<file path="config.mk">
export PLATFORM = sky130hd
export DESIGN_NAME = smm_ctrl
export DESIGN_NICKNAME = d
export VERILOG_FILES = /design/src/rtl/core/smm_pkg.sv /design/src/rtl/core/smm_ctrl.sv
export SDC_FILE = /design/constraint.sdc
export NUM_CORES = 1
export LEC_CHECK = 0
export CAP_MARGIN = 15
export CELL_PAD_IN_SITES_DETAIL_PLACEMENT = 0
export CELL_PAD_IN_SITES_GLOBAL_PLACEMENT = 2
export CORE_MARGIN = 2
export CORE_UTILIZATION = 23
export DETAILED_ROUTE_END_ITERATION = 10
export DONT_BUFFER_PORTS = 1
export PLACE_DENSITY = 0.74
export SETUP_SLACK_MARGIN = 0.3
export SYNTH_ARGS = -nofsm -noshare
export SYNTH_HDL_FRONTEND = slang
export SYNTH_SLANG_ARGS = --single-unit
</file>
<file path="constraint.sdc">
create_clock -name aclk -period 1.25 [get_ports aclk]
set_clock_uncertainty 0.1 [all_clocks]
set_input_delay 0.25 -clock aclk [delete_from_list [all_inputs] [get_ports aclk]]
set_output_delay 0.25 -clock aclk [all_outputs]
set_load 0.01 [all_outputs]
</file>
<file path="src/rtl/core/smm_pkg.sv">
`timescale 1ns / 1ps
// ----------------------------------------------------------------------------
// smm_pkg
// Shared types, codes and field positions for the microprogrammed
// stack-machine datapath.
// ----------------------------------------------------------------------------
package smm_pkg;

    localparam int unsigned STORE_DEPTH_DEF = 512;
    localparam int unsigned WORD_BITS_DEF   = 32;

    localparam int unsigned UADDR_W = 9;
    localparam int unsigned MI_W    = 36;
    localparam int unsigned OUT_W   = 32;
    localparam int unsigned NREGS   = 9;

    // Stream payload layout.
    localparam int unsigned S_TUSER_W  = 2;
    localparam int unsigned S_ADDR_LSB = 0;
    localparam int unsigned S_WORD_LSB = S_ADDR_LSB + UADDR_W;
    localparam int unsigned S_MBR_LSB  = S_WORD_LSB + MI_W;
    localparam int unsigned S_TDATA_W  = 56;
    localparam int unsigned M_UADDR_LSB = NREGS * OUT_W;
    localparam int unsigned M_N_BIT     = M_UADDR_LSB + UADDR_W;
    localparam int unsigned M_Z_BIT     = M_N_BIT + 1;
    localparam int unsigned M_TDATA_W   = 304;

    // Microinstruction fields.
    localparam int unsigned MI_NEXT_LSB = 27;
    localparam int unsigned MI_JMPC     = 26;
    localparam int unsigned MI_JAMN     = 25;
    localparam int unsigned MI_JAMZ     = 24;
    localparam int unsigned MI_SLL8     = 23;
    localparam int unsigned MI_SRL1     = 22;
    localparam int unsigned MI_F0       = 21;
    localparam int unsigned MI_F1       = 20;
    localparam int unsigned MI_ENA      = 19;
    localparam int unsigned MI_ENB      = 18;
    localparam int unsigned MI_INVA     = 17;
    localparam int unsigned MI_INC      = 16;
    localparam int unsigned MI_CMASK_LSB = 7;
    localparam int unsigned MI_BSEL_LSB  = 0;

    // Register indices, in C-mask bit order.
    localparam int unsigned R_MAR = 0;
    localparam int unsigned R_MDR = 1;
    localparam int unsigned R_PC  = 2;
    localparam int unsigned R_SP  = 3;
    localparam int unsigned R_LV  = 4;
    localparam int unsigned R_CPP = 5;
    localparam int unsigned R_TOS = 6;
    localparam int unsigned R_OPC = 7;
    localparam int unsigned R_H   = 8;

    typedef enum logic [1:0] {
        ACT_STORE = 2'd0,
        ACT_MBR   = 2'd1,
        ACT_EXEC  = 2'd2,
        ACT_NONE  = 2'd3
    } action_t;

    typedef enum logic [3:0] {
        BSEL_MDR  = 4'd0,
        BSEL_PC   = 4'd1,
        BSEL_MBR  = 4'd2,
        BSEL_MBRU = 4'd3,
        BSEL_SP   = 4'd4,
        BSEL_LV   = 4'd5,
        BSEL_CPP  = 4'd6,
        BSEL_TOS  = 4'd7,
        BSEL_OPC  = 4'd8
    } bsel_t;

    typedef enum logic [1:0] {
        ALU_AND = 2'd0,
        ALU_OR  = 2'd1,
        ALU_NOTB = 2'd2,
        ALU_ADD = 2'd3
    } alu_op_t;

    typedef enum logic [1:0] {
        ST_IDLE,
        ST_FETCH,
        ST_EXEC,
        ST_EMIT
    } state_t;

    typedef struct packed {
        logic load_mbr;
        logic execute;
        logic emit;
    } dp_cmd_t;

endpackage

</file>
<file path="src/rtl/core/smm_ctrl.sv">
`timescale 1ns / 1ps
// ----------------------------------------------------------------------------
// smm_ctrl
// Sequencer: input handshake, control store access and result beat control.
// ----------------------------------------------------------------------------
module smm_ctrl #(
    parameter int unsigned STORE_DEPTH = smm_pkg::STORE_DEPTH_DEF
) (
    input  logic                             aclk,
    input  logic                             aresetn,
    input  logic                             s_tvalid,
    output logic                             s_tready,
    input  logic [smm_pkg::S_TUSER_W-1:0]    action,
    input  logic [smm_pkg::UADDR_W-1:0]      store_address,
    input  logic [smm_pkg::UADDR_W-1:0]      upc,
    output logic                             m_tvalid,
    input  logic                             m_tready,
    output logic                             ram_wr_en,
    output logic [$clog2(STORE_DEPTH)-1:0]   ram_wr_addr,
    output logic                             ram_rd_en,
    output logic [$clog2(STORE_DEPTH)-1:0]   ram_rd_addr,
    output smm_pkg::dp_cmd_t                 cmd
);

    import smm_pkg::*;

    localparam int unsigned ADDR_W = $clog2(STORE_DEPTH);
    localparam logic [13:0] DEPTH14 = 14'(STORE_DEPTH);

    state_t state_reg, state_next;
    logic   m_tvalid_reg, m_tvalid_next;
    logic   out_free;

    // Addresses wrap at the store depth; the quotient is below 32 as long as
    // the depth is at least 16, so five compare-subtract steps suffice.
    function automatic logic [ADDR_W-1:0] wrap_addr(input logic [UADDR_W-1:0] a);
        logic [13:0] r;
        r = 14'(a);
        for (int k = 4; k >= 0; k--) begin
            if (r >= (DEPTH14 << k)) begin
                r = r - (DEPTH14 << k);
            end
        end
        return r[ADDR_W-1:0];
    endfunction

    assign out_free    = !m_tvalid_reg || m_tready;
    assign ram_wr_addr = wrap_addr(store_address);
    assign ram_rd_addr = wrap_addr(upc);
    assign m_tvalid    = m_tvalid_reg;

    always_ff @(posedge aclk) begin
        if (!aresetn) begin
            state_reg    <= ST_IDLE;
            m_tvalid_reg <= 1'b0;
        end else begin
            state_reg    <= state_next;
            m_tvalid_reg <= m_tvalid_next;
        end
    end

    always_comb begin
        state_next = state_reg;
        s_tready   = 1'b0;
        ram_wr_en  = 1'b0;
        ram_rd_en  = 1'b0;
        cmd        = '0;
        unique case (state_reg)
            ST_IDLE: begin
                s_tready = 1'b1;
                if (s_tvalid) begin
                    unique case (action_t'(action))
                        ACT_STORE: ram_wr_en    = 1'b1;
                        ACT_MBR:   cmd.load_mbr = 1'b1;
                        ACT_EXEC:  ram_rd_en    = 1'b1;
                        ACT_NONE:  ;
                        default:   ;
                    endcase
                    if (action_t'(action) == ACT_EXEC) begin
                        state_next = ST_FETCH;
                    end else if (out_free) begin
                        cmd.emit = 1'b1;
                    end else begin
                        state_next = ST_EMIT;
                    end
                end
            end
            ST_FETCH: begin
                state_next = ST_EXEC;
            end
            ST_EXEC: begin
                // The read data stays in the RAM register until the result
                // beat has room, so the microcycle is applied only then.
                if (out_free) begin
                    cmd.execute = 1'b1;
                    cmd.emit    = 1'b1;
                    state_next  = ST_IDLE;
                end
            end
            ST_EMIT: begin
                if (out_free) begin
                    cmd.emit   = 1'b1;
                    state_next = ST_IDLE;
                end
            end
            default: state_next = ST_IDLE;
        endcase
    end

    always_comb begin
        if (cmd.emit) begin
            m_tvalid_next = 1'b1;
        end else if (m_tready) begin
            m_tvalid_next = 1'b0;
        end else begin
            m_tvalid_next = m_tvalid_reg;
        end
    end

    assert property (@(posedge aclk) disable iff (!aresetn)
        cmd.emit |-> out_free)
        else $error("result beat produced while the output slot is occupied");

    assert property (@(posedge aclk) disable iff (!aresetn)
        (s_tvalid && s_tready && action == ACT_EXEC) |=> (state_reg == ST_FETCH))
        else $error("execute beat did not start a control store fetch");

    assert property (@(posedge aclk) disable iff (!aresetn)
        state_reg == ST_FETCH |=> state_reg == ST_EXEC)
        else $error("fetch not followed by execute");

    assert property (@(posedge aclk) disable iff (!aresetn)
        cmd.execute |-> $past(ram_rd_en, 2) || $past(state_reg == ST_EXEC))
        else $error("microcycle applied without a control store read");

    assert property (@(posedge aclk) disable iff (!aresetn)
        cmd.emit |=> m_tvalid_reg)
        else $error("result beat lost");

endmodule

</file>
Yosys cells after proc, flatten, opt, wreduce, memory -nomap -nowiden. Cells that the tools add are included. W data, S select, Z words.

Bits in latches: 0. Output and inout bits: 25. ROM bits: 0. Memories: 0. Bits in registers: 3. Bits in writable memories: 0. Word-level logic and storage cells: 40.

Magnitude comparators: 0. Reduce and logical (&&, ||, !) cells: 7. Add/sub/neg operators: 0. Multipliers: 0. Bitwise logic cells: 0. Div/mod/pow operators: 0. Equality and inequality tests: 8. Shift-type cells: 0. Multiplexer cells: 23.

Operators with widths (number): $mux W1 (16); $mux W2 (5); $eq A2 B2 Y1 const B (3); $pmux W2 S3 (1); $eq A2 B1 Y1 const B (2); $logic_not A2 Y1 (2); $ne A3 B3 Y1 const B (1); $pmux W1 S3 (1); $reduce_and A3 Y1 (1); $ne A2 B1 Y1 const B (1); $ne A2 B2 Y1 const B (1); $reduce_bool A2 Y1 (1); $reduce_or A2 Y1 (1); $logic_not A1 Y1 (1); $logic_or A1 B1 Y1 (1).

Depth between registers and ports, before layout. Gate-level depths: netlist of the first run.

Depth after elaboration: 7. Mapped depth: 4. Gate-level depth less buffers: 3.

Worst setup path before layout of the first run. Ideal clock, no wire load.

Path kind: flip-flop to output port. From: register state_reg[0]. To: output ram_wr_en. Arrival: 0.857 ns. Setup slack: 0.043 ns. Stages on the path, launching flop included: 4. Path buffers: 0. Cells stage by stage: dfxtp_1 > nor2_4 > nand2_2 > nor3_1.

Longest elaborated chain between the ends: 2.

Ends and longest elaborated chain: from (decl) (line smm_ctrl.sv:30) `state_t state_reg, state_next;`; from (signal assigned) (line smm_ctrl.sv:57) `state_reg <= state_next;`; $logic_not A2 Y1 (line smm_ctrl.sv:68) `unique case (state_reg)`; $mux W1 (line smm_ctrl.sv:68); to (decl) (line smm_ctrl.sv:18) `output logic ram_wr_en,`.

Every way passes these cells.

==> impl_metrics.ini, run 1 <==
[clock_network]
postCtsHoldBufs = 0
htree_num_levels = 1
cts_made_buffers = 3
cts_tree = built
cts_sinks = 3
clk_path_buf_depth = 2
clk_latency_ns = 0.23
cts-root-buf = clkbuf_4
clk_pin_slew_worst_paths_ns = 0.04

[setup_path]
r2r-end = state_reg[0]
reg2regPathDepth = 4
cp.arrival_ns = 1.02
crit_type = register to primary output
cp.required_ns = 0.90
crit_path_start = m_tvalid
critPathCapture = cmd[1]
rrSetupSlack_ns = 0.12
crit_path_cell_trace = and2b_2 > inv_2 > and3_4
critical_path.max_fanout = 4
slowest_stage = dfxtp_2
critPathCaptureType = primary output
critPathMaxStageDelay_ns = 0.33
r2r_start = m_tvalid
crit_path_start_kind = register

[die]
die-area_mm2 = 0.00182
start_util = 0.255
die_w_um = 42.7
design.core.area_mm2 = 0.00135
io_pins = 49
rows = 13
fp.dieH_um = 42.7

[finish]
finish.instance_area_um2 = 335
nets = 57
diodes = 0
area_growth_pct = -2.55
drive_gt1_frac = 0.750
largest_reg_flops = 2
n_fill_cell = 152

[route]
drtIter0Drc = 1
routedWlPerCell_um = 13.0
wl_um = 610
firstDrtPassIters = 2
viasPerCell = 4.55
ant_nets = 0
drc_errors = 0
vias = 214

[pwr]
p_per_area_mw_per_mm2 = 1040
pwr-share-comb = 0.203
ir_worst_vdd_uv = 192
share_seq_of_total_power = 0.312
p_int_uw = 258
switchingPower_uw = 90.8
power.share.switching = 0.260
p_leak_uw = 0.000129
pwr-share-clk = 0.485

[placed_design]
dp_hpwl_um = 453
portBuffers = 0
globalplace.congestion = 0.634
placed_cell_area_um2 = 255

[yosys]
ys_types = 21
syn_inst = 43
synth_common_cells = buf_4 (19), dfxtp_1 (3), inv_1 (2), nor2_1 (2)
netlist.area_leader.share = 0.415
synth_edf_count = 0
yosys-top-cells-area = buf_4 (41%), dfxtp_1 (17%), nor3b_2 (3.6%)
ys_seq_area_frac = 0.175
synth.most_common_cell = buf_4
synth_top_area_cell = buf_4
syn_nets = 67
yosysWarnings = 0
synthFlopType = dfxtp_1
netlist_area_um2 = 344
synth-async-reset-ratio = 0
synth-seq-cells = 3
syn_avg_cell_area_um2 = 8.00

[timing]
fmax_ghz = 0.728
final.setup.tns_ns = -0.376
tightest_slew_ns = 0.202
fin_crit_sh = 1.10
hold_slack_ns = 0.0232
final_max_slew_viol_count = 0
period_minus_slack_ns = 1.37
hold_violations = 0
rsz0062_at_grt = true
timing.final.ws_setup_ns = -0.123
setup_viol = 6
maxSlewHeadroom = 0.865

[global_routing]
track_usage = 0.0708
grt_pass1_wl_um = 876
antenna_found_initial = 0
grt_pass1_vias = 218
grt_max_degree = 6
grt_overflow_total = 0

[flow_run]
maxCapViolCount = 0

[hold_path]
hold_path_class = input port to register

[outcome]
violations = setup timing
status = finished, violations left
cell families after synthesis:
family	after synthesis	share of synthesized area
DFF	3	0.175
buffers and inverters	21	0.436
AOI/OAI and AO/OA	6	0.138
and+or+nand+nor	13	0.251
metal layers:
layer	track usage	vias up	wire length, um
met1	0.0411	102	165
li1	-	98	-
met4	0.0688	0	13
met5	0	-	0
met3	0.0596	4	97
met2	0.121	10	333
cell usage in the layout, fill, tap and decap left out:
cell type	netlist	layout
buf_4	19	4
clkbuf_4	0	3
dfxtp_2	0	3
nor2_4	1	2
and2b_2	1	1
inv_1	2	1
nand2b_4	0	1
a31oi_2	0	1
nor2_2	0	1
inv_2	0	1
and3_4	0	1
nand2_4	0	1
nor3b_4	0	1
nor3_4	0	1
a21boi_1	1	1
nand2_1	1	1
nor2b_1	1	1
o21ai_2	0	1
a21oi_1	1	1
nand3_1	1	1
and2b_1	1	1
o211ai_2	1	1
a21boi_2	1	1
clkbuf_1	0	1
how the worst min path moves through the flow:
stage	end	slack (ns)	cells after the start	start
floorplan	state_reg[1]	0.28	2	s_tvalid
global placement	state_reg[1]	0.30	2	s_tvalid
detailed placement	state_reg[1]	0.29	2	aresetn
CTS	state_reg[1]	0.01	2	aresetn
global route	state_reg[1]	0.01	2	aresetn
finish	state_reg[1]	0.02	2	aresetn
layout make-up:
class                           instances  area, um2  area share
Tap cell                               15       18.8      0.0560
Timing Repair Buffer                    4       30.0      0.0896
Inverter                                2       7.51      0.0224
Sequential cell                         3       63.8       0.190
Clock buffer                            4       26.3      0.0784
Multi-Input combinational cell         19        189       0.563
power by group through the flow:
stage / logic [uW] / registers (uW) / clock network [uW]
after global placement: 50.8 / 110 / 0
after CTS: 67.4 / 109 / 178
after detailed placement: 51.8 / 110 / 0
final: 70.7 / 109 / 169
after floorplan: 107 / 109 / 0
after global routing: 76.3 / 109 / 191
repair_timing:
action	in CTS	in global routing
buffers inserted	3	0
endpoints found under the setup margin	8	9
gates cloned	0	0
endpoints found under the hold margin	0	0
gates resized for setup	6	2
worst max-delay path, delay by kind of cell, from the launching register on:
kind                   cells  cell delay, ns
buffers and inverters      1            0.06
flip-flops                 1            0.33
AND/OR/NAND/NOR            2            0.41
stage by stage:
step	std cells	total power, uW	utilization	setup WS [ns]
global placement	40	161	0.189	0.122
finish	47	348	0.248	-0.123
global route	47	376	0.248	-0.153
CTS	47	354	0.242	-0.128
floorplan	43	216	-	0.0980
detailed placement	40	162	0.189	0.106
Note: power is estimated with default switching activity, not from simulation.
==> run 2, diff against run 1 <==
Settings changed: BUFFER_PORTS_ARGS from default to -buffer_cell sky130_fd_sc_hd__buf_2, CORE_ASPECT_RATIO from default to 0.8, CORE_UTILIZATION 23 to 12, DONT_BUFFER_PORTS 1 to default, PLACE_DENSITY 0.74 to 0.81.
==> run 2 against run 1 <==
Net effect:
- the flow still finishes with violations (setup timing)
- sequential share of layout area down 4.6 points
- critical path depth up 1
- non-clock buffer count up 15
- setup slack worse by 0.040 ns
- power up 9.6%
- clock-buffer cell count unchanged
- die area up 82%
- via count up 19%
- largest cell class unchanged
- maximum frequency down 2.8%
- routed wire length up 16%
- combinational power up 56%
==> impl_metrics.ini, run 2 (same netlist as run 1, synthesis figures left out) <==
[clock_network]
htree_num_levels = 1
cts-root-buf = clkbuf_4
clk_pin_slew_worst_paths_ns = 0.03
clk_path_buf_depth = 2
clk_latency_ns = 0.23
cts_sinks = 3
postCtsHoldBufs = 0
cts_tree = built
cts_made_buffers = 3

[placed_design]
globalplace.congestion = 0.694
placed_cells = 77
dp_hpwl_um = 515
portBuffers = 12

[die]
die-area_mm2 = 0.00331
die_w_um = 63.9
fp.dieH_um = 51.9
design.core.area_mm2 = 0.00274
start_util = 0.125
io_pins = 49
rows = 17

[hold_path]
worstHoldPathCells = 3
hold_path_class = input port to register

[global_routing]
track_usage = 0.0455
grt_max_degree = 5
grt_pass1_vias = 266
grt_overflow_total = 0
antenna_found_initial = 0
grt_pass1_wl_mm = 1.11

[timing]
setup_viol = 6
fin_crit_sh = 1.13
fmax_ghz = 0.708
final_max_slew_viol_count = 0
tightest_slew_ns = 0.180
rsz0062_at_grt = true
maxSlewHeadroom = 0.879
hold_violations = 0
final.setup.tns_ns = -0.735
period_minus_slack_ns = 1.41
timing.final.ws_setup_ns = -0.163

[outcome]
status = finished, violations left
violations = setup timing

[pwr]
p_leak_uw = 0.000202
power.share.switching = 0.267
switchingPower_uw = 102
share_seq_of_total_power = 0.276
p_int_uw = 280
pwr-share-clk = 0.437
p_per_area_mw_per_mm2 = 829
pwr-share-comb = 0.287
ir_worst_vdd_uv = 171

[route]
vias = 254
ant_nets = 0
firstDrtPassIters = 3
viasPerCell = 2.99
routedWlPerCell_um = 8.29
drc_errors = 0
wl_um = 705
drtIter0Drc = 5

[finish]
nets = 72
n_fill_cell = 314
most-common-layout-cells = buf_2 (10), buf_6 (5), buf_4 (4), clkbuf_4 (3)
drive_gt1_frac = 0.809
fin_cells = 85
largest_reg_flops = 2
final_common_cell = buf_2
diodes = 0
fin_util = 0.168
area_growth_pct = 33.8

[flow_run]
maxCapViolCount = 0

[setup_path]
crit_path_start_kind = register
reg2regPathDepth = 5
cp.required_ns = 0.90
rrSetupSlack_ns = 0.09
crit_type = register to primary output
critical_path.max_fanout = 4
critPathCaptureType = primary output
cp.arrival_ns = 1.06
==> run 2: cell count changes in the layout (fill, tap and decap cells not counted), sizes merged <==
| cell | delta |
|---|---|
| buf | +15 |
==> run 2: cell type report <==
class | count | area, um2 | area share
Multi-Input combinational cell | 19 | 176 | 0.383
Sequential cell | 3 | 66.3 | 0.144
Timing Repair Buffer | 19 | 136 | 0.296
Inverter | 2 | 7.51 | 0.0163
Tap cell | 38 | 47.5 | 0.103
Clock buffer | 4 | 26.3 | 0.0571
==> run 2: final timing paths <==
kind / to / start
worst max-delay path: cmd[2] / state_reg[0]
worst min-delay path: state_reg[1] / aresetn
worst max register to register: state_reg[0] / m_tvalid
worst min register to register: state_reg[0] / state_reg[0]
==> run 2: routing by layer <==
| metal | wire (um) | share of wire | GRT usage | vias to the layer above |
|---|---|---|---|---|
| met5 | 0 | 0 | 0 | - |
| met4 | 0 | 0 | 0.0362 | 0 |
| met3 | 69 | 0.098 | 0.0325 | 0 |
| met2 | 375 | 0.53 | 0.0590 | 11 |
| met1 | 259 | 0.37 | 0.0497 | 114 |
| li1 | - | - | - | 129 |
==> run 2: repair_timing <==
action | CTS | global route
resized for setup | 6 | 5
setup buffers | 3 | 1
pin swaps | 2 | 0
endpoints found under the setup margin | 9 | 10
==> run 2: power groups by stage <==
stage,clock (uW),sequential (uW),combinational [uW]
6_report,167,105,110
2_1_floorplan,0,109,107
4_1_cts,177,105,99.0
5_1_grt,185,106,120
3_3_place_gp,0,108,82.9
3_5_place_dp,0,108,84.1
==> run 2: metrics by stage <==
step	worst slack (ns)	hold slack, ns	power, uW	cell area (um2)
2_1_floorplan	0.0980	0.281	216	372
3_3_place_gp	-0.00883	0.400	191	359
3_5_place_dp	-0.0281	0.400	192	359
4_1_cts	-0.180	0.171	381	430
5_1_grt	-0.223	0.171	412	460
6_report	-0.163	0.173	382	460
==> run 2: worst max-delay path, stage by stage, from the launching register on <==
cell and delay (ns):
dfxtp_2 0.33, nor2_4 0.13, nand2_4 0.07, nor3b_4 0.15, buf_2 0.14
