File: src/rtl/core/smm_pkg.sv
`timescale 1ns / 1ps
// ----------------------------------------------------------------------------
// smm_pkg
// Shared types, codes and field positions for the microprogrammed
// stack-machine datapath.
// ----------------------------------------------------------------------------
package smm_pkg;

    localparam int unsigned STORE_DEPTH_DEF = 512;
    localparam int unsigned WORD_BITS_DEF   = 32;

    localparam int unsigned UADDR_W = 9;
    localparam int unsigned MI_W    = 36;
    localparam int unsigned OUT_W   = 32;
    localparam int unsigned NREGS   = 9;

    // Stream payload layout.
    localparam int unsigned S_TUSER_W  = 2;
    localparam int unsigned S_ADDR_LSB = 0;
    localparam int unsigned S_WORD_LSB = S_ADDR_LSB + UADDR_W;
    localparam int unsigned S_MBR_LSB  = S_WORD_LSB + MI_W;
    localparam int unsigned S_TDATA_W  = 56;
    localparam int unsigned M_UADDR_LSB = NREGS * OUT_W;
    localparam int unsigned M_N_BIT     = M_UADDR_LSB + UADDR_W;
    localparam int unsigned M_Z_BIT     = M_N_BIT + 1;
    localparam int unsigned M_TDATA_W   = 304;

    // Microinstruction fields.
    localparam int unsigned MI_NEXT_LSB = 27;
    localparam int unsigned MI_JMPC     = 26;
    localparam int unsigned MI_JAMN     = 25;
    localparam int unsigned MI_JAMZ     = 24;
    localparam int unsigned MI_SLL8     = 23;
    localparam int unsigned MI_SRL1     = 22;
    localparam int unsigned MI_F0       = 21;
    localparam int unsigned MI_F1       = 20;
    localparam int unsigned MI_ENA      = 19;
    localparam int unsigned MI_ENB      = 18;
    localparam int unsigned MI_INVA     = 17;
    localparam int unsigned MI_INC      = 16;
    localparam int unsigned MI_CMASK_LSB = 7;
    localparam int unsigned MI_BSEL_LSB  = 0;

    // Register indices, in C-mask bit order.
    localparam int unsigned R_MAR = 0;
    localparam int unsigned R_MDR = 1;
    localparam int unsigned R_PC  = 2;
    localparam int unsigned R_SP  = 3;
    localparam int unsigned R_LV  = 4;
    localparam int unsigned R_CPP = 5;
    localparam int unsigned R_TOS = 6;
    localparam int unsigned R_OPC = 7;
    localparam int unsigned R_H   = 8;

    typedef enum logic [1:0] {
        ACT_STORE = 2'd0,
        ACT_MBR   = 2'd1,
        ACT_EXEC  = 2'd2,
        ACT_NONE  = 2'd3
    } action_t;

    typedef enum logic [3:0] {
        BSEL_MDR  = 4'd0,
        BSEL_PC   = 4'd1,
        BSEL_MBR  = 4'd2,
        BSEL_MBRU = 4'd3,
        BSEL_SP   = 4'd4,
        BSEL_LV   = 4'd5,
        BSEL_CPP  = 4'd6,
        BSEL_TOS  = 4'd7,
        BSEL_OPC  = 4'd8
    } bsel_t;

    typedef enum logic [1:0] {
        ALU_AND = 2'd0,
        ALU_OR  = 2'd1,
        ALU_NOTB = 2'd2,
        ALU_ADD = 2'd3
    } alu_op_t;

    typedef enum logic [1:0] {
        ST_IDLE,
        ST_FETCH,
        ST_EXEC,
        ST_EMIT
    } state_t;

    typedef struct packed {
        logic load_mbr;
        logic execute;
        logic emit;
    } dp_cmd_t;

endpackage

File: src/rtl/core/smm_datapath.sv
`timescale 1ns / 1ps
// ----------------------------------------------------------------------------
// smm_datapath
// Register file, B-bus select, ALU, shifter, flags, next-address logic and
// the result register.
// ----------------------------------------------------------------------------
module smm_datapath #(
    parameter int unsigned WORD_BITS = smm_pkg::WORD_BITS_DEF
) (
    input  logic                            aclk,
    input  logic                            aresetn,
    input  smm_pkg::dp_cmd_t                cmd,
    input  logic [7:0]                      mbr_in,
    input  logic [smm_pkg::MI_W-1:0]        mi,
    output logic [smm_pkg::UADDR_W-1:0]     upc,
    output logic [smm_pkg::M_TDATA_W-1:0]   m_tdata
);

    import smm_pkg::*;

    logic [WORD_BITS-1:0] regs_reg  [NREGS];
    logic [WORD_BITS-1:0] regs_next [NREGS];
    logic [7:0]           mbr_reg, mbr_next;
    logic [UADDR_W-1:0]   upc_reg, upc_next;
    logic                 n_reg, n_next, z_reg, z_next;
    logic [M_TDATA_W-1:0] out_reg, out_next;

    logic [WORD_BITS-1:0] b_bus, a_op, b_op, alu_res, shift_res;
    logic [NREGS-1:0]     cmask;
    logic                 alu_n, alu_z;
    logic [UADDR_W-1:0]   addr_calc;

    assign cmask = mi[MI_CMASK_LSB +: NREGS];

    always_comb begin
        unique case (bsel_t'(mi[MI_BSEL_LSB +: 4]))
            BSEL_MDR:  b_bus = regs_reg[R_MDR];
            BSEL_PC:   b_bus = regs_reg[R_PC];
            BSEL_MBR:  b_bus = {{(WORD_BITS-8){mbr_reg[7]}}, mbr_reg};
            BSEL_MBRU: b_bus = WORD_BITS'(mbr_reg);
            BSEL_SP:   b_bus = regs_reg[R_SP];
            BSEL_LV:   b_bus = regs_reg[R_LV];
            BSEL_CPP:  b_bus = regs_reg[R_CPP];
            BSEL_TOS:  b_bus = regs_reg[R_TOS];
            BSEL_OPC:  b_bus = regs_reg[R_OPC];
            default:   b_bus = '0;
        endcase
    end

    always_comb begin
        a_op = mi[MI_ENA] ? regs_reg[R_H] : '0;
        if (mi[MI_INVA]) begin
            a_op = ~a_op;
        end
        b_op = mi[MI_ENB] ? b_bus : '0;
        case (alu_op_t'({mi[MI_F0], mi[MI_F1]}))
            ALU_AND:  alu_res = a_op & b_op;
            ALU_OR:   alu_res = a_op | b_op;
            ALU_NOTB: alu_res = ~b_op;
            default:  alu_res = a_op + b_op + WORD_BITS'(mi[MI_INC]);
        endcase
    end

    assign alu_n = alu_res[WORD_BITS-1];
    assign alu_z = (alu_res == '0);

    always_comb begin
        case ({mi[MI_SLL8], mi[MI_SRL1]})
            2'b01:   shift_res = alu_res >> 1;
            2'b10:   shift_res = alu_res << 8;
            2'b11:   shift_res = (alu_res << 8) >> 1;
            default: shift_res = alu_res;
        endcase
    end

    // JAM: the high address bit is forced by the selected condition, and
    // JMPC merges the MBR byte into the low bits.
    always_comb begin
        addr_calc = mi[MI_NEXT_LSB +: UADDR_W];
        if ((mi[MI_JAMZ] && alu_z) || (mi[MI_JAMN] && alu_n)) begin
            addr_calc[UADDR_W-1] = 1'b1;
        end
        if (mi[MI_JMPC]) begin
            addr_calc = addr_calc | UADDR_W'(mbr_reg);
        end
    end

    always_comb begin
        for (int i = 0; i < NREGS; i++) begin
            regs_next[i] = (cmd.execute && cmask[i]) ? shift_res : regs_reg[i];
        end
        mbr_next = cmd.load_mbr ? mbr_in : mbr_reg;
        upc_next = cmd.execute ? addr_calc : upc_reg;
        n_next   = cmd.execute ? alu_n : n_reg;
        z_next   = cmd.execute ? alu_z : z_reg;
    end

    always_comb begin
        out_next = '0;
        for (int i = 0; i < NREGS; i++) begin
            out_next[i*OUT_W +: OUT_W] = OUT_W'(regs_next[i]);
        end
        out_next[M_UADDR_LSB +: UADDR_W] = upc_next;
        out_next[M_N_BIT] = n_next;
        out_next[M_Z_BIT] = z_next;
    end

    always_ff @(posedge aclk) begin
        if (!aresetn) begin
            for (int i = 0; i < NREGS; i++) begin
                regs_reg[i] <= '0;
            end
            mbr_reg <= '0;
            upc_reg <= '0;
            n_reg   <= 1'b0;
            z_reg   <= 1'b0;
        end else begin
            for (int i = 0; i < NREGS; i++) begin
                regs_reg[i] <= regs_next[i];
            end
            mbr_reg <= mbr_next;
            upc_reg <= upc_next;
            n_reg   <= n_next;
            z_reg   <= z_next;
        end
    end

    always_ff @(posedge aclk) begin
        if (cmd.emit) begin
            out_reg <= out_next;
        end
    end

    assign upc     = upc_reg;
    assign m_tdata = out_reg;

endmodule

File: config.mk
export PLATFORM = sky130hd
export DESIGN_NAME = smm_datapath
export DESIGN_NICKNAME = d
export VERILOG_FILES = /design/src/rtl/core/smm_pkg.sv /design/src/rtl/core/smm_datapath.sv
export SDC_FILE = /design/constraint.sdc
export NUM_CORES = 1
export LEC_CHECK = 0
export ABC_CLOCK_PERIOD_IN_PS = 8100
export BUFFER_PORTS_ARGS = -buffer_cell sky130_fd_sc_hd__buf_2
export CORE_MARGIN = 1.5
export CORE_UTILIZATION = 35
export CTS_CLUSTER_DIAMETER = 200
export DETAILED_ROUTE_END_ITERATION = 7
export SYNTH_ARGS = -nofsm -noshare
export SYNTH_HDL_FRONTEND = slang
export SYNTH_SLANG_ARGS = --single-unit
File: constraint.sdc
create_clock -name aclk -period 8.1 [get_ports aclk]
set_input_delay 2.025 -clock aclk [delete_from_list [all_inputs] [get_ports aclk]]
set_output_delay 2.025 -clock aclk [all_outputs]
set_load 0.01 [all_outputs]
Word level (Yosys, flattened, before mapping):

Memories as Yosys holds them, arrays and structs flattened.
Index checks and enable logic that the tools add are counted.

* output and inout port bits: 313
* memories: 1
* word-level logic and storage cells: 81
* ROM bits: 0
* latch bits: 0
* input bits: 49
* bits in writable memories: 288
* register bits: 318

* add/sub/neg operators: 2
* bitwise operators: 14
* order comparisons: 0
* reductions and logical operators: 15
* muxes and demuxes: 31
* multipliers: 0
* equality and inequality tests: 13
* div/mod/pow operators: 0
* shifts and indexed selects: 0

Memory list
* regs_reg: depth 9, bits a word 32, read ports 9, clocked after Yosys merged registers in 0, wr ports 9, RTL line smm_datapath.sv:21 `logic [WORD_BITS-1:0] regs_reg [NREGS];`

Operators by type and width (number)
* $mux W32: 21
* $pmux W32 S9: 1
* $pmux W32 S3: 2
* $not A32 Y32: 2
* $add A32 B1 Y32: 1
* $add A32 B32 Y32: 1
* $and A32 B32 Y32: 1
* $logic_not A32 Y1: 1
* $or A32 B32 Y32: 1
* $mux W9: 2
* $eq A4 B3 Y1 const B: 4
* $logic_and A1 B1 Y1: 11
* $or A1 B1 Y1: 9
* $or A9 B8 Y9: 1
* $eq A4 B2 Y1 const B: 2
* $eq A2 B2 Y1 const B: 3
* $mux W1: 5
* $eq A2 B1 Y1 const B: 2
* $eq A4 B1 Y1 const B: 1
* $eq A4 B4 Y1 const B: 1
* $logic_not A4 Y1: 1
* $logic_not A2 Y1: 1
* $logic_or A1 B1 Y1: 1

Logic depth before layout (Yosys ltp):

Gate-level depths: netlist of the first run.
An unclocked memory read counts as a cell.

* word-level depth: 14
* depth in mapped cells: 23
* depth with buffers taken out: 18

Worst setup path after synthesis of the first run:

OpenSTA, ideal clock, no wires.

* path kind: input port to flip-flop
* start: input mi[1] (netlist name)
* end: register out_reg[122], in the netlist m_tdata[122] (data pin)
* library setup time: 0.267 ns
* path slack: 1.339 ns
* buffers on the path: 4
* arrival: 6.494 ns
* stages on the path: 19
* required time: 7.833 ns
* path through: o31ai_1 > and2_1 > buf_2 > clkbuf_1 > clkbuf_1 > nand2_1 > fa_1 > fa_1 > nand2b_1 > a21oi_1 > o211ai_1 > nand4b_1 > nand2_1 > xnor2_1 > mux4_2 > mux2_2 > a21oi_2 > buf_2 > a21oi_1

* word-level cells in the longest chain between the ends: 8
* elaborated cells on any way between the ends: 19
* classes of those cells: add/sub (2); eq/ne (8); mux (5); bitwise (3); reduce/logical (1)

Ends and longest elaborated chain
* from (decl): RTL line smm_datapath.sv:14 `input logic [smm_pkg::MI_W-1:0] mi,`
* $eq A4 B4 Y1 (tied with other cells): RTL line smm_datapath.sv:36 `unique case (bsel_t'(mi[MI_BSEL_LSB +: 4]))`
* $pmux W32 S9 *: RTL line smm_datapath.sv:36
* $mux W32 *: RTL line smm_datapath.sv:55 `b_op = mi[MI_ENB] ? b_bus : '0;`
* $add A32 B32 Y32: RTL line smm_datapath.sv:60 `default: alu_res = a_op + b_op + WORD_BITS'(mi[MI_INC]);`
* $add A32 B1 Y32: RTL line smm_datapath.sv:60
* $pmux W32 S3 *: RTL line smm_datapath.sv:56 `case (alu_op_t'({mi[MI_F0], mi[MI_F1]}))`
* $pmux W32 S3 *: RTL line smm_datapath.sv:68 `case ({mi[MI_SLL8], mi[MI_SRL1]})`
* $mux W32 *: RTL line smm_datapath.sv:90 `regs_next[i] = (cmd.execute && cmask[i]) ? shift_res : regs_reg[i];`
* net out_next[122]: RTL line smm_datapath.sv:26 `logic [M_TDATA_W-1:0] out_reg, out_next;`
* to (signal assigned): RTL line smm_datapath.sv:130 `out_reg <= out_next;`
* to (decl): RTL line smm_datapath.sv:26

Mark *: on every way through the listed nets, which the timed path passes. The rest lies on a longest branch.
A chain may end at the register's enable or synchronous reset.

Worst setup path after layout of the first run:

* start: input mi[0] (netlist name)
* end: register out_reg[281], in the netlist m_tdata[281] (data pin)

Same word-level chain as after synthesis.

==> results of run 1 <==
## cell usage after synthesis, types with 19 or more instances
cell / count / share of area, %
nand2_1: 337 / 4.5
dfxtp_1: 307 / 22
edfxtp_1: 299 / 32
nor2_1: 246 / 3.3
a21oi_1: 232 / 4.1
and2_1: 232 / 5.1
o21ai_0: 148 / 2.6
clkbuf_1: 143 / 1.9
mux2_2: 105 / 4.2
inv_1: 80 / 1.1
mux2i_1: 71 / 2.5
ha_1: 64 / 2.8
xnor2_1: 37 / 1.1
buf_2: 27 / 0.48
a211oi_1: 25 / 0.66
nor3b_1: 24 / 0.64
a22oi_1: 22 / 0.58
o31ai_1: 22 / 0.58
nand3_1: 21 / 0.37
nand2b_1: 20 / 0.44
buf_1: 19 / 0.25
o22ai_1: 19 / 0.42
## final cells by class
type,count,area [µm²],area share [%]
Clock buffer,71,1630,4.78
Timing Repair Buffer,486,2930,8.63
Antenna cell,1,2.50,0.00737
Clock inverter,45,622,1.83
Inverter,81,304,0.895
Multi-Input combinational cell,1923,12000,35.4
Sequential cell,606,15100,44.5
Tap cell,1060,1330,3.90
## metrics by stage
step	area [µm²]	hold slack (ps)
finish	34000	481
global route	34000	514
CTS	34000	486
detailed placement	31700	477
global placement	31700	464
floorplan	28300	451
## how the worst max path moves through the flow
stage / from / to / slack [ps] / cells after the start
finish: mi[0] / m_tdata[281]$_DFFE_PP_ / 990 / 20
global route: mi[0] / m_tdata[281]$_DFFE_PP_ / 790 / 20
CTS: mi[0] / m_tdata[281]$_DFFE_PP_ / 1170 / 20
detailed placement: mi[0] / m_tdata[281]$_DFFE_PP_ / 560 / 20
global placement: mi[0] / m_tdata[281]$_DFFE_PP_ / 570 / 22
floorplan: mi[1] / m_tdata[122]$_DFFE_PP_ / 1340 / 19
## kinds of logic (layout without fill, tap and decap cells)
family | Yosys count | in the layout | share of synthesized area [%]
AND/OR/NAND/NOR | 982 | 982 | 16.8
AO/OA/AOI/OAI | 644 | 644 | 14.2
flip-flops | 606 | 606 | 53.4
buffers and inverters | 285 | 683 | 4.12
multiplexers | 181 | 181 | 7.06
adder cells (fa/ha/maj) | 66 | 66 | 2.97
XOR/XNOR | 45 | 45 | 1.39
other | 1 | 6 | 0.0133
## layer usage
layer  routed length [µm]  vias up
met5                    0        -
met4                 3810        0
met3                 7560      165
met2                46900      923
met1                46700    11300
li1                     -    10600
## where the power goes
group | total [mW] | internal [mW] | switching (mW)
clock | 3.14 | 1.84 | 1.30
combinational | 1.23 | 0.432 | 0.801
sequential | 3.59 | 3.47 | 0.119
## critical path: stages
cell	delay [ps]
buf_2	340
buf_4	310
nor3b_2	500
buf_4	310
a22oi_1	100
o21ai_0	190
a211o_1	200
nand2_1	100
ha_1	440
nand2_1	110
nor2_1	390
o211ai_1	260
nand4b_1	250
nand2_1	100
xnor2_1	130
mux4_2	550
o21ai_0	290
o21a_1	460
buf_4	260
a21oi_1	80
==> run summary, run 1 <==
The maximum fanout along the worst path is 29. The first global-routing pass estimated between 100,000 and 150,000 µm of wire. Pin placement for this block handled 362 I/O pins. The flow ran to the end, and the final reports show no timing, DRC or antenna violations.

The flip-flop and latch count after synthesis is 606. The CTS buffer count came out at 61. The layer flagged by global routing as most heavily used is met2. The total congestion overflow after global routing is 0. The number of antenna violations at the first check in global routing is 1. The total count of max-transition violations in the final report came out at 0. The share of post-route cells with drive strength above 1 came out at 23.0%.

Leaving out fill and tap cells, the most frequent cells in the layout are buf_2, nand2_1, dfxtp_1. The number of instances in the synthesized netlist came out at 2,810. Row generation in the floorplan step produced 104 rows. The transition at the pin with the smallest max-transition slack is 1180 ps. The die covers around 83,000 µm². The combined global-route utilization of all metal layers came out at 24.5%. The net count reported at finish is 3,274. The horizontal die dimension is between 200 and 300 µm.

Setup repair after global routing left no endpoint under its margin. The pre-antenna-repair detailed-routing pass consisted of 5 iterations. The via count of the first global-routing pass was approximately 21,000. The buffer count from post-CTS setup fixing is 0.

The setup slack of the critical path after layout came out at 994 ps. Clock tree synthesis selected as its root buffer the cell clkbuf_16. Clock-pin slew was measured on the worst setup and hold paths at 70 ps. The hold-critical path endpoint is regs_reg[0][28]$_SDFF_PN0_. The starting density of the core came out at roughly a third. The post-synthesis average cell area came out at 10.1 µm². The insertion delay to the later sink of the worst-skew pair came out at 660 ps. The total number of H-tree levels came out at 2. For met3 alone, demand over resource in global routing was around 3.6%. The register with the most flip-flops in the layout has 299 of them. Yosys mapped a number of flops with a built-in enable equal to 299. The static leakage power is between 10 and 15 nW. The number of sinks on the clock net is 606. Buffers placed on the I/O ports in this run total 353. The total wire length is 105,000 µm. Entering global routing, the biggest net connects between 150 and 200 pins. The shortest period the worst path allows is 7110 ps. The initial detailed-routing violation count came out at 2,465. After clock tree synthesis, the flow added hold-fix buffers numbering 0.

For this design the ratio of total power to cell area is 234 nW/µm². The count of filler cells inserted in the layout came out at between 7,000 and 8,000. The critical path data arrival time came out at between 7000 and 8000 ps. For this run, the number of Yosys warnings is 0. The number of cells in the finished layout apart from fillers came out at approximately 4,300. The TritonCTS clock tree is built.

After synthesis, the share of flip-flops with an asynchronous set or reset is 0%. The worst hold path begins at regs_reg[0][28]$_SDFF_PN0_. The height of the die came out at 287 µm. The startpoint identified for the worst register-to-register timing path is mbr_reg[7]$_SDFFE_PN0P_. The share of the core filled with cells in the final layout is 42.3%.

The global placer's final weighted congestion is 0.988. STA classifies the critical path endpoint as a flip-flop. The clock skew came out at 35.3 ps.

The maximum ir drop on the vdd rail came out at 179 µV. The endpoint identified for the worst register-to-register timing path is m_tdata[281]$_DFFE_PP_. The overall via count from detail_route is 23,000. Leaving out fill and tap cells, the most frequent cell in the layout is buf_2. After detailed routing, the number of vias per cell comes to 5.37. The type of the worst min-delay path is flip-flop to flip-flop. The hold violation total from the final report was 0. The post-synthesis to final-layout area growth is 20.1%.

The endpoint required time on the critical path came out at 8430 ps. The post-placement cell count came out at 4,156. The sequential area share after synthesis came out at 53.4%. Once detail routing completed, the nets flagged for antenna violations numbered 0. The final setup violation count came out at 0. The ratio of final minimum period to clock period came out at 87.7%.

The most common flop cell mapped by yosys is dfxtp_1. The number of buffers on the longest clock path is 3. The cell area that synthesis handed to floorplanning was approximately 28,000 µm². The count of cell types in the netlist is 94.

Global routing consumed, on the met2 layer, 38.1% of the routing resources. At the placement stage, the worst setup path has a slack of 562 ps. Max-cap violations in this run came to 0.

The total of cells resized after clock tree synthesis came out at 0. Headroom to the max-slew limit came out at 21.3%. The worst setup path is of the input port to flip-flop kind. The half-perimeter wire length after placement is 76,000 µm. For this run, design rule violations remaining after detail routing come to 0. Static timing analysis puts the maximum clock frequency at 0.141 GHz. The total negative setup slack is 0 ps.

The mean routed wirelength per cell came out at between 20 and 25 µm. In this run the standard cell core region covers 80,300 µm². The kind of launch point of the worst setup path is an input port. The worst-case reg-to-reg path depth came out at 16. Global routing used between 30% and 40% of the available met1 tracks. The worst setup slack for register-to-register paths came out at 2490 ps. The cell depth of the worst hold path came out at 2. The power consumption came out at 7.96 mW.
(Power assumes the default switching activity.)
==> run 2: changes to the inputs <==
CORE_UTILIZATION = 55   (was 35)
PLACE_DENSITY = 0.76   (was unset)
==> run 2 against run 1 <==
Sequential cell count did not move. Non-clock buffer count rose by 47. Via count rose by 5.2%. Register-to-register slack got worse by 220 ps. Worst hold slack improved by 25 ps. Critical path depth rose by 1. Critical path type unchanged. Largest cell class unchanged.
==> run summary, run 2 (synthesized netlist as in run 1, its figures left out) <==
The flow ran to the end, and the final reports show no timing, DRC or antenna violations. The maximum number of pins on one net before global-route repair is 120 (-29%). The hold slack is 505 ps (+24.6 ps). The critical path starts at mi[0]. The worst setup slack for register-to-register paths is 2270 ps (-220 ps).

The number of nets with antenna violations after routing came out at 0 (unchanged). The total congestion overflow after global routing is 0 (unchanged). The horizontal die dimension was 230 µm (-20%). In this run the critical register-to-register path is captured at m_tdata[190]$_DFFE_PP_. The part of the total power dissipated in sequential elements is 45.7% (+0.6 points). The total of max-cap violations is 0 (unchanged). The endpoint required time on the critical path is 8570 ps (+140 ps). The length of routed met2 wiring is 44,900 µm (-4.1%). The total count of max-transition violations in the final report came out at 0 (unchanged). The total negative setup slack is 0 ps (unchanged). The cell internal power dissipation came out at 5.67 mW (-1.3%). The buffer count from post-CTS setup fixing came out at 0 (unchanged). The max-slew headroom at the worst pin came out at 14.2% (-7.1 points). The setup path with the least slack is of type input port to flip-flop. The maximum fanout along the worst path is 32 (+10%). The combined global-route utilization of all metal layers is 37.3% (+13 points). The net count reported at finish is 3,319 (+1.4%). The transition at the pin with the smallest max-transition slack is 1250 ps (+74.2 ps). The maximum ir drop on the vdd rail is 192 µV (+7.3%). The via count of the first global-routing pass is 22,500 (+5.1%). The area enclosed by the die boundary is 52,800 µm² (-36%). The shortest period the worst path allows came out at 7280 ps (+178 ps). Leaving out fill and tap cells, the most frequent cell in the layout is buf_2.

The met3 wirelength from detailed routing came out at 10,700 µm (+41%). The number of buffers on the longest clock path came out at 3 (unchanged). The global placer's final weighted congestion came out at 0.999 (+1.1%). The critical path data arrival time is 7760 ps (+320 ps).

The post-synthesis to final-layout area growth came out at 19.1%. The wire length the detailed router placed on met1 is 41,100 µm (-12%). The overall via count from detail_route came out at 24,200 (+5.2%).

The total wire length is 101,000 µm (-3.4%). The clock-pin slew on the worst setup and hold paths is 60 ps (about the same). The cell row count is 82 (-21%).

After detailed routing, no signal wire sits above met5. The worst-case reg-to-reg path depth is 18 (+2). The CTS buffer count is 59 (-3.3%). Setup repair after global routing left no endpoint under its margin. The clock skew is 40.3 ps (+4.99 ps). The count of filler cells inserted in the layout is 3,971 (-49%). The cell area power density came out at 233 nW/µm² (-0.64%). The share of post-route cells with drive strength above 1 came out at 23.7% (+0.74 points).

The clock network power share is 38.1% (-1.3 points). The quantity of I/O buffers inserted on ports was 353 (unchanged). The hold violation total from the final report is 0 (unchanged). The static leakage power came to 14.3 nW (+1.3%). The number of buffers inserted by hold repair at cts came to 0 (unchanged). The height of the die is 230 µm (-20%). The number of remaining DRC errors is 0 (unchanged). The starting density of the core is 56.1% (+21 points). The net switching share of the total power is 27.8% (-0.073 points).

The power dissipated by switching net loads was 2.18 mW (-1.7%). In this run the worst setup path terminates at m_tdata[296]$_DFFE_PP_. The number of sinks on the clock net came out at 606 (unchanged).

The critical register-to-register path startpoint is mbr_reg[7]$_SDFFE_PN0P_. The total of cells resized after clock tree synthesis was 0 (unchanged). The final setup violation count is 0 (unchanged).

The upper clock frequency limit was 0.137 GHz (-2.4%). The half-perimeter wire length after placement was 72,000 µm (-5.3%). The number of detailed-routing iterations run before antenna repair is 6 (+1). The mean routed wirelength per cell came out at 25.8 µm (+5.1%). TritonCTS built the clock tree. The proportion of power drawn by combinational gates is 16.2% (+0.7 points).

The post-placement cell count came out at 3,815 (-8.2%). The via density per instance came out at 6.15 (+14%). The number of cells in the finished layout apart from fillers is 3,927 (-8.1%).

The ratio of final minimum period to clock period came out at 89.9% (+2.2 points). The global-route wire length before repair is 146,000 µm (-1.7%). The min-delay analysis places its worst path in the category flip-flop to flip-flop.

The insertion delay to the later sink of the worst-skew pair is 660 ps (about the same). The area of the placeable core came out at 50,500 µm² (-37%). Leaving out fill and tap cells, the most frequent cells in the layout are buf_2, nand2_1, dfxtp_1. The power consumption is 7.85 mW (-1.4%). The number of antenna violations at the first check in global routing is 3 (+2).

STA classifies the critical path endpoint as a flip-flop. The total number of H-tree levels came out at 2 (unchanged). The share of the core filled with cells in the final layout was 66.8% (+24 points). The number of flip-flops in the largest register is 299 (unchanged).

The tree is rooted in a clkbuf_16. The total inserted antenna cells came out at 0 (-1). The initial detailed-routing violation count is 3,000 (+22%).

The number of top-level design ports is 362 (unchanged). The worst setup path is launched from an input port.
[run 2: cell types whose count changed in the layout (fill, tap and decap cells not counted), sizes merged]
cell,change
clkbuf,+3
diode,-1
buf,+47
clkinv,-1
bufinv,-2
clkinvlp,-3
inv,-1
[run 2: worst max-delay path: stages]
cell and delay (ps):
buf_2 690, buf_4 310, and2b_1 230, a22oi_1 330
o32ai_1 140, nor3_1 410, nand2b_1 200, ha_1 250
nand4_1 220, o22ai_1 420, nor2_1 140, buf_4 160
o21ai_0 180, nor3_1 80, buf_4 160, or4_1 540
nor4_1 470, buf_4 190, and4_1 180, buf_4 150
a41o_1 230
[run 2: cell type report]
class / count / area (µm²) / area share (%)
Inverter: 81 / 304 / 0.902
Timing Repair Buffer: 533 / 3280 / 9.74
Clock buffer: 74 / 1610 / 4.78
Sequential cell: 606 / 15100 / 44.9
Multi-Input combinational cell: 1923 / 12000 / 35.7
Clock inverter: 38 / 518 / 1.54
Tap cell: 672 / 841 / 2.49
[run 2: metal layers]
layer	global-route usage (%)	up-vias
met5	0	-
met4	16.1	4
met3	7.03	251
met2	56.9	1492
met1	52.0	11700
li1	-	10700
[run 2: through the flow]
stage | cell area, µm² | worst slack [ps]
after floorplan | 28300 | 1340
after global placement | 31600 | 410
after detailed placement | 31600 | 396
after CTS | 33700 | 1020
after global routing | 33700 | 621
final | 33700 | 815
[run 2: power by group through the flow]
| stage | logic [mW] | clock network (mW) | registers, mW |
|---|---|---|---|
| finish | 1.27 | 2.99 | 3.59 |
| global route | 1.34 | 3.12 | 3.60 |
| CTS | 1.24 | 3.01 | 3.58 |
| detailed placement | 1.23 | 0 | 3.64 |
| global placement | 1.22 | 0 | 3.64 |
| floorplan | 0.595 | 0 | 3.68 |
[run 2: worst min path at each step]
stage / slack (ps) / start / end / cells after the start
after floorplan: 450 / regs_reg[0][28]$_SDFF_PN0_ / regs_reg[0][28]$_SDFF_PN0_ / 2
after global placement: 460 / regs_reg[0][28]$_SDFF_PN0_ / regs_reg[0][28]$_SDFF_PN0_ / 2
after detailed placement: 490 / regs_reg[0][188]$_SDFF_PN0_ / regs_reg[0][188]$_SDFF_PN0_ / 2
after CTS: 500 / regs_reg[0][188]$_SDFF_PN0_ / regs_reg[0][188]$_SDFF_PN0_ / 2
after global routing: 520 / regs_reg[0][188]$_SDFF_PN0_ / regs_reg[0][188]$_SDFF_PN0_ / 2
final: 510 / regs_reg[0][284]$_SDFF_PN0_ / regs_reg[0][284]$_SDFF_PN0_ / 2
